==> src/rtl/core/rvdec_pkg.sv <==
// ----------------------------------------------------------------------------
// RV64I decoder package
// Opcodes, function codes, instruction ids and the decode result type.
// ----------------------------------------------------------------------------
`default_nettype none

package rvdec_pkg;

  localparam int unsigned WordWidth = 32;
  localparam int unsigned IdWidth   = 6;
  localparam int unsigned RegWidth  = 5;

  localparam logic [6:0] OPC_LOAD     = 7'h03;
  localparam logic [6:0] OPC_OP_IMM   = 7'h13;
  localparam logic [6:0] OPC_AUIPC    = 7'h17;
  localparam logic [6:0] OPC_OP_IMM32 = 7'h1b;
  localparam logic [6:0] OPC_STORE    = 7'h23;
  localparam logic [6:0] OPC_OP       = 7'h33;
  localparam logic [6:0] OPC_LUI      = 7'h37;
  localparam logic [6:0] OPC_OP32     = 7'h3b;
  localparam logic [6:0] OPC_BRANCH   = 7'h63;
  localparam logic [6:0] OPC_JALR     = 7'h67;
  localparam logic [6:0] OPC_JAL      = 7'h6f;

  localparam logic [6:0] F7_BASE = 7'h00;
  localparam logic [6:0] F7_ALT  = 7'h20;

  localparam logic [2:0] F3_0 = 3'd0;
  localparam logic [2:0] F3_1 = 3'd1;
  localparam logic [2:0] F3_2 = 3'd2;
  localparam logic [2:0] F3_3 = 3'd3;
  localparam logic [2:0] F3_4 = 3'd4;
  localparam logic [2:0] F3_5 = 3'd5;
  localparam logic [2:0] F3_6 = 3'd6;
  localparam logic [2:0] F3_7 = 3'd7;

  typedef enum logic [IdWidth-1:0] {
    ID_ADD, ID_SUB, ID_SLL, ID_SLT, ID_SLTU, ID_XOR, ID_SRL, ID_SRA, ID_OR, ID_AND,
    ID_ADDW, ID_SLLW, ID_SRLW, ID_SUBW, ID_SRAW,
    ID_JALR, ID_LB, ID_LH, ID_LW, ID_LBU, ID_LHU, ID_ADDI, ID_SLTI, ID_SLTIU,
    ID_XORI, ID_ORI, ID_ANDI, ID_LWU, ID_LD, ID_SLLI, ID_SRLI, ID_SRAI,
    ID_ADDIW, ID_SLLIW, ID_SRLIW, ID_SRAIW,
    ID_SB, ID_SH, ID_SW, ID_SD,
    ID_BEQ, ID_BNE, ID_BLT, ID_BGE, ID_BLTU, ID_BGEU,
    ID_LUI, ID_AUIPC, ID_JAL
  } instr_id_e;

  typedef enum logic [2:0] {
    FMT_R, FMT_I, FMT_S, FMT_B, FMT_U, FMT_J
  } fmt_e;

  typedef struct packed {
    logic                 illegal;
    logic [IdWidth-1:0]   instr_id;
    logic [RegWidth-1:0]  dest_reg;
    logic [RegWidth-1:0]  src_reg_one;
    logic [RegWidth-1:0]  src_reg_two;
    logic [WordWidth-1:0] immediate;
  } dec_result_t;

endpackage

`default_nettype wire

==> src/rtl/core/rvdec_decode.sv <==
// ----------------------------------------------------------------------------
// RV64I decode logic
// Matches one instruction word and extracts its id, registers and immediate.
// ----------------------------------------------------------------------------
`default_nettype none

module rvdec_decode (
  input  logic [rvdec_pkg::WordWidth-1:0] word_i,
  output rvdec_pkg::dec_result_t          result_o
);
  import rvdec_pkg::*;

  logic [6:0] opcode;
  logic [2:0] funct3;
  logic [6:0] funct7;
  logic       alt;
  logic       legal;
  instr_id_e  id;
  fmt_e       fmt;

  assign opcode = word_i[6:0];
  assign funct3 = word_i[14:12];
  assign funct7 = word_i[31:25];
  assign alt    = word_i[30];

  always_comb begin
    legal = 1'b1;
    id    = ID_ADD;
    fmt   = FMT_R;
    case (opcode)
      OPC_OP: begin
        fmt = FMT_R;
        if (funct7 == F7_BASE) begin
          case (funct3)
            F3_0: id = ID_ADD;
            F3_1: id = ID_SLL;
            F3_2: id = ID_SLT;
            F3_3: id = ID_SLTU;
            F3_4: id = ID_XOR;
            F3_5: id = ID_SRL;
            F3_6: id = ID_OR;
            default: id = ID_AND;
          endcase
        end else if (funct7 == F7_ALT && funct3 == F3_0) begin
          id = ID_SUB;
        end else if (funct7 == F7_ALT && funct3 == F3_5) begin
          id = ID_SRA;
        end else begin
          legal = 1'b0;
        end
      end
      OPC_OP32: begin
        fmt = FMT_R;
        if (funct7 == F7_BASE && funct3 == F3_0) begin
          id = ID_ADDW;
        end else if (funct7 == F7_BASE && funct3 == F3_1) begin
          id = ID_SLLW;
        end else if (funct7 == F7_BASE && funct3 == F3_5) begin
          id = ID_SRLW;
        end else if (funct7 == F7_ALT && funct3 == F3_0) begin
          id = ID_SUBW;
        end else if (funct7 == F7_ALT && funct3 == F3_5) begin
          id = ID_SRAW;
        end else begin
          legal = 1'b0;
        end
      end
      OPC_JALR: begin
        fmt   = FMT_I;
        id    = ID_JALR;
        legal = (funct3 == F3_0);
      end
      OPC_LOAD: begin
        fmt = FMT_I;
        case (funct3)
          F3_0: id = ID_LB;
          F3_1: id = ID_LH;
          F3_2: id = ID_LW;
          F3_3: id = ID_LD;
          F3_4: id = ID_LBU;
          F3_5: id = ID_LHU;
          F3_6: id = ID_LWU;
          default: legal = 1'b0;
        endcase
      end
      OPC_OP_IMM: begin
        fmt = FMT_I;
        case (funct3)
          F3_0: id = ID_ADDI;
          F3_1: id = ID_SLLI;
          F3_2: id = ID_SLTI;
          F3_3: id = ID_SLTIU;
          F3_4: id = ID_XORI;
          F3_5: id = alt ? ID_SRAI : ID_SRLI;
          F3_6: id = ID_ORI;
          default: id = ID_ANDI;
        endcase
      end
      OPC_OP_IMM32: begin
        fmt = FMT_I;
        case (funct3)
          F3_0: id = ID_ADDIW;
          F3_1: id = ID_SLLIW;
          F3_5: id = alt ? ID_SRAIW : ID_SRLIW;
          default: legal = 1'b0;
        endcase
      end
      OPC_STORE: begin
        fmt = FMT_S;
        case (funct3)
          F3_0: id = ID_SB;
          F3_1: id = ID_SH;
          F3_2: id = ID_SW;
          F3_3: id = ID_SD;
          default: legal = 1'b0;
        endcase
      end
      OPC_BRANCH: begin
        fmt = FMT_B;
        case (funct3)
          F3_0: id = ID_BEQ;
          F3_1: id = ID_BNE;
          F3_4: id = ID_BLT;
          F3_5: id = ID_BGE;
          F3_6: id = ID_BLTU;
          F3_7: id = ID_BGEU;
          default: legal = 1'b0;
        endcase
      end
      OPC_LUI: begin
        fmt = FMT_U;
        id  = ID_LUI;
      end
      OPC_AUIPC: begin
        fmt = FMT_U;
        id  = ID_AUIPC;
      end
      OPC_JAL: begin
        fmt = FMT_J;
        id  = ID_JAL;
      end
      default: legal = 1'b0;
    endcase
  end

  always_comb begin
    result_o = '0;
    if (!legal) begin
      result_o.illegal = 1'b1;
    end else begin
      result_o.instr_id = id;
      case (fmt)
        FMT_R: begin
          result_o.dest_reg    = word_i[11:7];
          result_o.src_reg_one = word_i[19:15];
          result_o.src_reg_two = word_i[24:20];
        end
        FMT_I: begin
          result_o.dest_reg    = word_i[11:7];
          result_o.src_reg_one = word_i[19:15];
          result_o.immediate   = {{20{word_i[31]}}, word_i[31:20]};
        end
        FMT_S: begin
          result_o.src_reg_one = word_i[19:15];
          result_o.src_reg_two = word_i[24:20];
          result_o.immediate   = {{20{word_i[31]}}, word_i[31:25], word_i[11:7]};
        end
        FMT_B: begin
          result_o.src_reg_one = word_i[19:15];
          result_o.src_reg_two = word_i[24:20];
          result_o.immediate   = {{19{word_i[31]}}, word_i[31], word_i[7],
                                  word_i[30:25], word_i[11:8], 1'b0};
        end
        FMT_U: begin
          result_o.dest_reg  = word_i[11:7];
          result_o.immediate = {word_i[31:12], 12'b0};
        end
        default: begin
          result_o.dest_reg  = word_i[11:7];
          result_o.immediate = {{11{word_i[31]}}, word_i[31], word_i[19:12],
                                word_i[20], word_i[30:21], 1'b0};
        end
      endcase
    end
  end

endmodule

`default_nettype wire

==> src/rtl/core/rv64i_instruction_decoder_unit.sv <==
// ----------------------------------------------------------------------------
// RV64I instruction decoder unit
// Registers one instruction word, decodes it and registers the result.
// ----------------------------------------------------------------------------
// Channel   Direction  Handshake           Payload
// command   in         start_i, busy_o     instruction_word_i
// result    out        done_o              illegal_o, instr_id_o, dest_reg_o,
//                                          src_reg_one_o, src_reg_two_o,
//                                          immediate_o
//
// A word is taken at every clock edge with start_i high; busy_o is always low.
// Its result shows on the result ports with done_o once it has passed through the
// input register and then the result register that lie around the decode.
// A new word may follow every cycle, and results leave in the order taken.
// Reset clears both valid flags; no result is produced until a word arrives.
// ----------------------------------------------------------------------------
`default_nettype none

module rv64i_instruction_decoder_unit (
  input  logic                                  clk_i,
  input  logic                                  rst_ni,
  input  logic                                  start_i,
  output logic                                  busy_o,
  input  logic [rvdec_pkg::WordWidth-1:0]       instruction_word_i,
  output logic                                  done_o,
  output logic                                  illegal_o,
  output logic [rvdec_pkg::IdWidth-1:0]         instr_id_o,
  output logic [rvdec_pkg::RegWidth-1:0]        dest_reg_o,
  output logic [rvdec_pkg::RegWidth-1:0]        src_reg_one_o,
  output logic [rvdec_pkg::RegWidth-1:0]        src_reg_two_o,
  output logic signed [rvdec_pkg::WordWidth-1:0] immediate_o
);
  import rvdec_pkg::*;

  logic                 word_vld_q;
  logic [WordWidth-1:0] word_q;
  logic                 res_vld_q;
  dec_result_t          res_d;
  dec_result_t          res_q;
  logic                 accept;

  assign busy_o = 1'b0;
  assign accept = start_i && !busy_o;

  always_ff @(posedge clk_i or negedge rst_ni) begin
    if (!rst_ni) begin
      word_vld_q <= 1'b0;
      res_vld_q  <= 1'b0;
    end else begin
      word_vld_q <= accept;
      res_vld_q  <= word_vld_q;
    end
  end

  always_ff @(posedge clk_i) begin
    if (accept) begin
      word_q <= instruction_word_i;
    end
    if (word_vld_q) begin
      res_q <= res_d;
    end
  end

  rvdec_decode u_decode (
    .word_i   (word_q),
    .result_o (res_d)
  );

  assign done_o        = res_vld_q;
  assign illegal_o     = res_q.illegal;
  assign instr_id_o    = res_q.instr_id;
  assign dest_reg_o    = res_q.dest_reg;
  assign src_reg_one_o = res_q.src_reg_one;
  assign src_reg_two_o = res_q.src_reg_two;
  assign immediate_o   = $signed(res_q.immediate);

endmodule

`default_nettype wire
==> config.mk <==
export PLATFORM = sky130hd
export DESIGN_NAME = rv64i_instruction_decoder_unit
export DESIGN_NICKNAME = d
export VERILOG_FILES = /design/src/rtl/core/rvdec_pkg.sv /design/src/rtl/core/rvdec_decode.sv /design/src/rtl/core/rv64i_instruction_decoder_unit.sv
export SDC_FILE = /design/constraint.sdc
export NUM_CORES = 1
export LEC_CHECK = 0
export ABC_AREA = 1
export BUFFER_PORTS_ARGS = -buffer_cell sky130_fd_sc_hd__buf_4
export CAP_MARGIN = 15
export CORE_MARGIN = 2
export CORE_UTILIZATION = 57
export DETAILED_ROUTE_END_ITERATION = 10
export PLACE_DENSITY = 0.94
export REMOVE_ABC_BUFFERS = 1
export SYNTH_ARGS = -nofsm -noshare
export SYNTH_HDL_FRONTEND = slang
export SYNTH_SLANG_ARGS = --single-unit
==> constraint.sdc <==
create_clock -name clk_i -period 2.8 [get_ports clk_i]
set_input_delay 0.42 -clock clk_i [delete_from_list [all_inputs] [get_ports clk_i]]
set_output_delay 0.42 -clock clk_i [all_outputs]
set_load 0.1 [all_outputs]
==> metrics, run 1 <==
CTS tree=done; Final Setup Violations=0; Starting Density=58.25%; Root Driver=clkbuf_8; Setup TNS=0 ps; # port buffers=89; HPWL after DPL=~6700 um; iteration count of the initial detailed-routing pass=5; IO Pins=91; clock sinks=88; WL final=9396 um; Largest delay share family, worst path=simple AND/OR/NAND/NOR gates; # nets final=between 500 and 600; fraction of final layout cells sized beyond drive strength 1=27.94%; worst slack at placement=547.2 ps; WP data required=2900 ps; Max Clk Rate=430.9 MHz; clock skew=13.08 ps; antenna diode count=0; Startpoint Class=register; max_cap viols=0; total power=roughly 3.3 mW; CP most frequent cell=nand2_1; worst slew pin tran=559.4 ps; global route overflow=0; Final ANT Viol Nets=0; critical path class=register to register; crit-path max FO=40; Worst-path clk slew=90 ps; Rows=32; fin crit share=82.88%; Area Growth Syn to Fin=21.38%; crit path DAT=2420 ps; most frequent cells in the layout=nand2_1, inv_1, buf_4, edfxtp_1, o21ai_0; Die Wd=between 90 and 100 um; initial drt markers=between 200 and 300; CP cell instances=nand2_1, inv_2, nand2_1, nand3_1, nand2_1, inv_1, nand2_1, nor2_2, nand3_4, nand2_1, inv_1; Clock Latency Late Sink=350 ps; critical path's slowest cell=edfxtp_1; Finished Cell Area=0.005406 mm2; final worst setup slack=479.4 ps; Yosys warning count=0; Max-slew headroom=~63%; placed cell area=0.005139 mm2; Final Hold Fails=0; largest net degree at the start of global routing=56; fill count=530; CP Buf/Inv Count=3; GRT Total Usage=23.23%; DRC=0; minimum clock period=roughly 2300 ps; Core ar.=0.007647 mm2; most common cell after layout, fill and taps aside=nand2_1; die area=about 0.0085 mm2; HP Class=input port to register; Setup Fix Bufs, Post-CTS=0; Syn Area/Cell=9.538 um2; CTS Hold Buffers Added=1; Power Density=604.1 mW/mm2; htree depth=3; status=complete, no violations; Leak Pwr=2.754 nW; unrepaired setup endpoints after global routing=no; first-pass GRT wire length=15240 um; Synth Cell Area=0.004454 mm2; cts repair resizes=0; Peak VDD IR=~0.36 mV; initial antenna violation count=0; FF+latch count, synth=88; max-slew violations=0; Via density=5.029; wire length per cell=14.15 um; via count=roughly 3300; crit path capture type=register; clock buffer count from CTS=9; number of global-route vias before repair=3257; peak per-stage delay on the critical path=between 600 and 700 ps; Post-Synthesis Cells=~470; GPL Wtd Cong=0.8980; Die Y=92.40 um; Netlist cell types=35; CTS Buffer Depth=2; fraction of the yosys area taken by sequential cells=between 50% and 60%
per-layer routing:
metal | wire length (um) | GRT usage, %
met5 | 0 | 0
met4 | 278 | 8.831
met3 | 686 | 4.231
met2 | 4861 | 39.78
met1 | 3569 | 29.51
cell families (layout without fill, tap and decap cells):
group | Yosys count | after routing | synth area share [%]
DFF | 88 | 88 | 59.10
AOI/OAI and AO/OA | 33 | 33 | 4.186
buffers and inverters | 117 | 212 | 11.66
other | 1 | 1 | 0.08419
and+or+nand+nor | 228 | 228 | 24.97
Yosys cell counts, drive strengths merged:
| cell | n | area, um2 |
|---|---|---|
| a21boi | 1 | 7.510 |
| a21oi | 3 | 15.01 |
| and2 | 1 | 8.760 |
| buf | 11 | 108.9 |
| clkbuf | 1 | 3.750 |
| clkinv | 1 | 3.750 |
| conb | 1 | 3.750 |
| dfrtp | 2 | 50.05 |
| edfxtp | 86 | 2582 |
| inv | 104 | 402.9 |
| nand2 | 145 | 598.1 |
| nand3 | 28 | 172.7 |
| nand4 | 5 | 31.28 |
| nor2 | 47 | 280.3 |
| nor3 | 2 | 21.27 |
| o211ai | 1 | 7.510 |
| o21ai | 27 | 150.2 |
| o22ai | 1 | 6.260 |
area by class of cell:
cell class              instances  area, um2  area share, %
clock buffers                  11      131.4          2.430
multi-input cells             262       1303          24.09
flip-flops and latches         88       2634          48.72
clock inverters                 5      106.4          1.967
well taps                     102      127.6          2.361
inverters                     105      406.6          7.521
repair buffers                 91      698.2          12.91
final timing paths:
path	cells past startpoint	startpoint	to	slack, ps
worst max-delay path	11	word_q[13]$_DFFE_PP_	immediate_o[17]$_SDFFCE_PN0P_	480
worst min-delay path	1	instruction_word_i[0]	word_q[0]$_DFFE_PP_	240
worst max register to register	11	word_q[13]$_DFFE_PP_	immediate_o[17]$_SDFFCE_PN0P_	480
worst min register to register	2	word_q[18]$_DFFE_PP_	src_reg_one_o[3]$_SDFFCE_PN0P_	590
max in group asynchronous	2	rst_ni	word_vld_q$_DFF_PN0_	2270
min in group asynchronous	2	rst_ni	word_vld_q$_DFF_PN0_	430
per-stage QoR:
| stage | std cells | hold slack (ps) | utilization, % |
|---|---|---|---|
| after floorplan | 455 | 124.4 | - |
| after global placement | 646 | 202.6 | 67.20 |
| after detailed placement | 646 | 203.9 | 67.20 |
| after CTS | 663 | 228.4 | 70.44 |
| after global routing | 664 | 218.9 | 70.70 |
| final | 664 | 240.2 | 70.70 |
flip-flops by register name, indices dropped and copies added, names as in the netlist:
| name | count |
|---|---|
| word_q | 32 |
| immediate_o | 32 |
| illegal_o | 1 |
| src_reg_one_o | 5 |
| word_vld_q | 1 |
| done_o | 1 |
| instr_id_o | 6 |
| src_reg_two_o | 5 |
| dest_reg_o | 5 |
power by group:
| group | switching [mW] | internal, mW |
|---|---|---|
| Combinational | 0.515 | 0.133 |
| Sequential | 0.0551 | 1.54 |
| Clock | 0.431 | 0.597 |
Note: power is estimated with default switching activity, not from simulation.
==> run 2: changes to the inputs <==
CORE_UTILIZATION = 50   (was 57)
PLACE_DENSITY = 0.89   (was 0.94)
clock period = 2 ns   (was 2.8 ns; I/O delays follow)
==> metrics, run 2 (synthesis gave the netlist of run 1 again) <==
Worst-path clk slew=100 ps (was 90 ps); grt peak-use layer=met2 (unchanged); antenna diode count=0 (unchanged); WP data required=2110 ps (was 2900 ps); number of global-route vias before repair=3470 (was 3257); Final Setup Violations=0 (unchanged); fraction of final layout cells sized beyond drive strength 1=31.22% (was 27.94%); CTS tree=done (unchanged); HPWL after DPL=7555 um (was 6731 um); # nets final=613 (was 592); Final ANT Viol Nets=0 (unchanged); initial antenna violation count=0 (unchanged); max-slew violations=0 (unchanged); clock skew=14.82 ps (was 13.08 ps); post-route insts no fill=691 (was 664); wire length per cell=14.55 um (was 14.15 um); minimum clock period=1910 ps (was 2321 ps); IO Pins=91 (unchanged); Finished Cell Area=0.005640 mm2 (was 0.005406 mm2); fill count=667 (was 530); placed cell area=0.005316 mm2 (was 0.005139 mm2); CTS Buffer Depth=2 (unchanged); Root Driver=clkbuf_8 (unchanged); Max Clk Rate=523.5 MHz (was 430.9 MHz); Peak VDD IR=0.4151 mV (was 0.3624 mV); die area=0.009680 mm2 (was 0.008538 mm2); met1 Usage GRT=25.20% (was 29.51%); GPL Wtd Cong=0.9298 (was 0.8980); HP Class=input port to register (unchanged); Final Hold Fails=0 (unchanged); Die Wd=98.39 um (was 92.40 um); crit-path max FO=13 (was 40); clock buffer count from CTS=9 (unchanged); fin crit share=95.52% (was 82.88%); dpl cells=668 (was 646); Core ar.=0.008678 mm2 (was 0.007647 mm2); Rows=34 (was 32); iteration count of the initial detailed-routing pass=6 (was 5); max_cap viols=0 (unchanged); final hold slack=106.6 ps (was 240.2 ps); htree depth=3 (unchanged); Leak Pwr=2.887 nW (was 2.754 nW); Clock Latency Late Sink=360 ps (was 350 ps); Area Growth Syn to Fin=26.63% (was 21.38%); met2 Use GR=38.10% (was 39.78%); initial drt markers=234 (was 297); # port buffers=89 (unchanged); most frequent cells in the layout=nand2_1, buf_4, inv_1, edfxtp_1, o21ai_0 (was nand2_1, inv_1, buf_4, edfxtp_1, o21ai_0); largest net degree at the start of global routing=38 (was 56); Power Density=833.7 mW/mm2 (was 604.1 mW/mm2); GR met3 Demand/Resource=4.653% (was 4.231%); DRC=0 (unchanged); most common cell after layout, fill and taps aside=nand2_1 (unchanged); clock sinks=88 (unchanged); crit path capture type=register (unchanged); WL final=10060 um (was 9396 um); GRT Total Usage=21.66% (was 23.23%); critical path class=register to register (unchanged); Die Y=98.39 um (was 92.40 um); Starting Density=51.33% (was 58.25%); global route overflow=0 (unchanged); Via density=5.007 (was 5.029); crit path DAT=2020 ps (was 2420 ps); first-pass GRT wire length=16340 um (was 15240 um); status=complete, no violations (unchanged); Startpoint Class=register (unchanged); Setup TNS=0 ps (unchanged); via count=3460 (was 3339)
[run 2: per-stage QoR]
stage,worst slack (ps),util [%],power (mW)
final,89.66,64.99,4.702
after global routing,-11.53,64.99,4.860
after CTS,12.62,64.27,4.717
after detailed placement,26.36,61.26,3.207
after global placement,145.8,61.26,3.185
after floorplan,48.54,-,2.935
[run 2: final cells by class]
cell class	count	area [um2]	share of cell area (%)
clock buffer	9	123.9	2.196
clock inverter	7	127.6	2.263
inverter	105	406.6	7.209
multi-input combinational	262	1308	23.18
sequential	88	2634	46.69
tap	108	135.1	2.396
timing repair buffer	112	905.9	16.06
[run 2: final timing paths]
path                            depth (start not counted)  slack, ps                    from                             end
worst max-delay path                                   12         90    word_q[14]$_DFFE_PP_     dest_reg_o[0]$_SDFFCE_PP0P_
worst min-delay path                                    1        110  instruction_word_i[26]            word_q[26]$_DFFE_PP_
worst max register to register                         12         90    word_q[14]$_DFFE_PP_     dest_reg_o[0]$_SDFFCE_PP0P_
worst min register to register                          2        580    word_q[18]$_DFFE_PP_  src_reg_one_o[3]$_SDFFCE_PN0P_
max in group asynchronous                               2       1660                  rst_ni            word_vld_q$_DFF_PN0_
min in group asynchronous                               2        250                  rst_ni                done_o$_DFF_PN0_
[run 2: repair_timing]
action,in CTS,in global routing
hold endpoints to repair,2,0
buffers inserted,0,6
setup endpoints to repair,0,35
hold buffers,1,0
gates resized for setup,0,2
[run 2: where the power goes]
part           internal (mW)  leakage (nW)  switching [mW]
Clock                  0.847         0.126           0.676
Sequential              2.15         0.849          0.0669
Combinational          0.221          1.91           0.742
[run 2: worst max-delay path, cell delays in order, from the launching register on]
cell      delay (ps)
edfxtp_1         470
nand2_1          100
inv_2             90
nand2_1           80
nand3_1          110
nand2_1           60
inv_1             60
nand2_1           60
nor2_2           150
nand3_4          150
buf_12           190
nand2_4          100
nor2_2            60
[run 2: per-layer routing]
| layer | vias up | part of all wire, % |
|---|---|---|
| met5 | - | 0 |
| met4 | 0 | 3.3 |
| met3 | 33 | 6.3 |
| met2 | 152 | 52 |
| met1 | 1596 | 38 |
| li1 | 1679 | - |
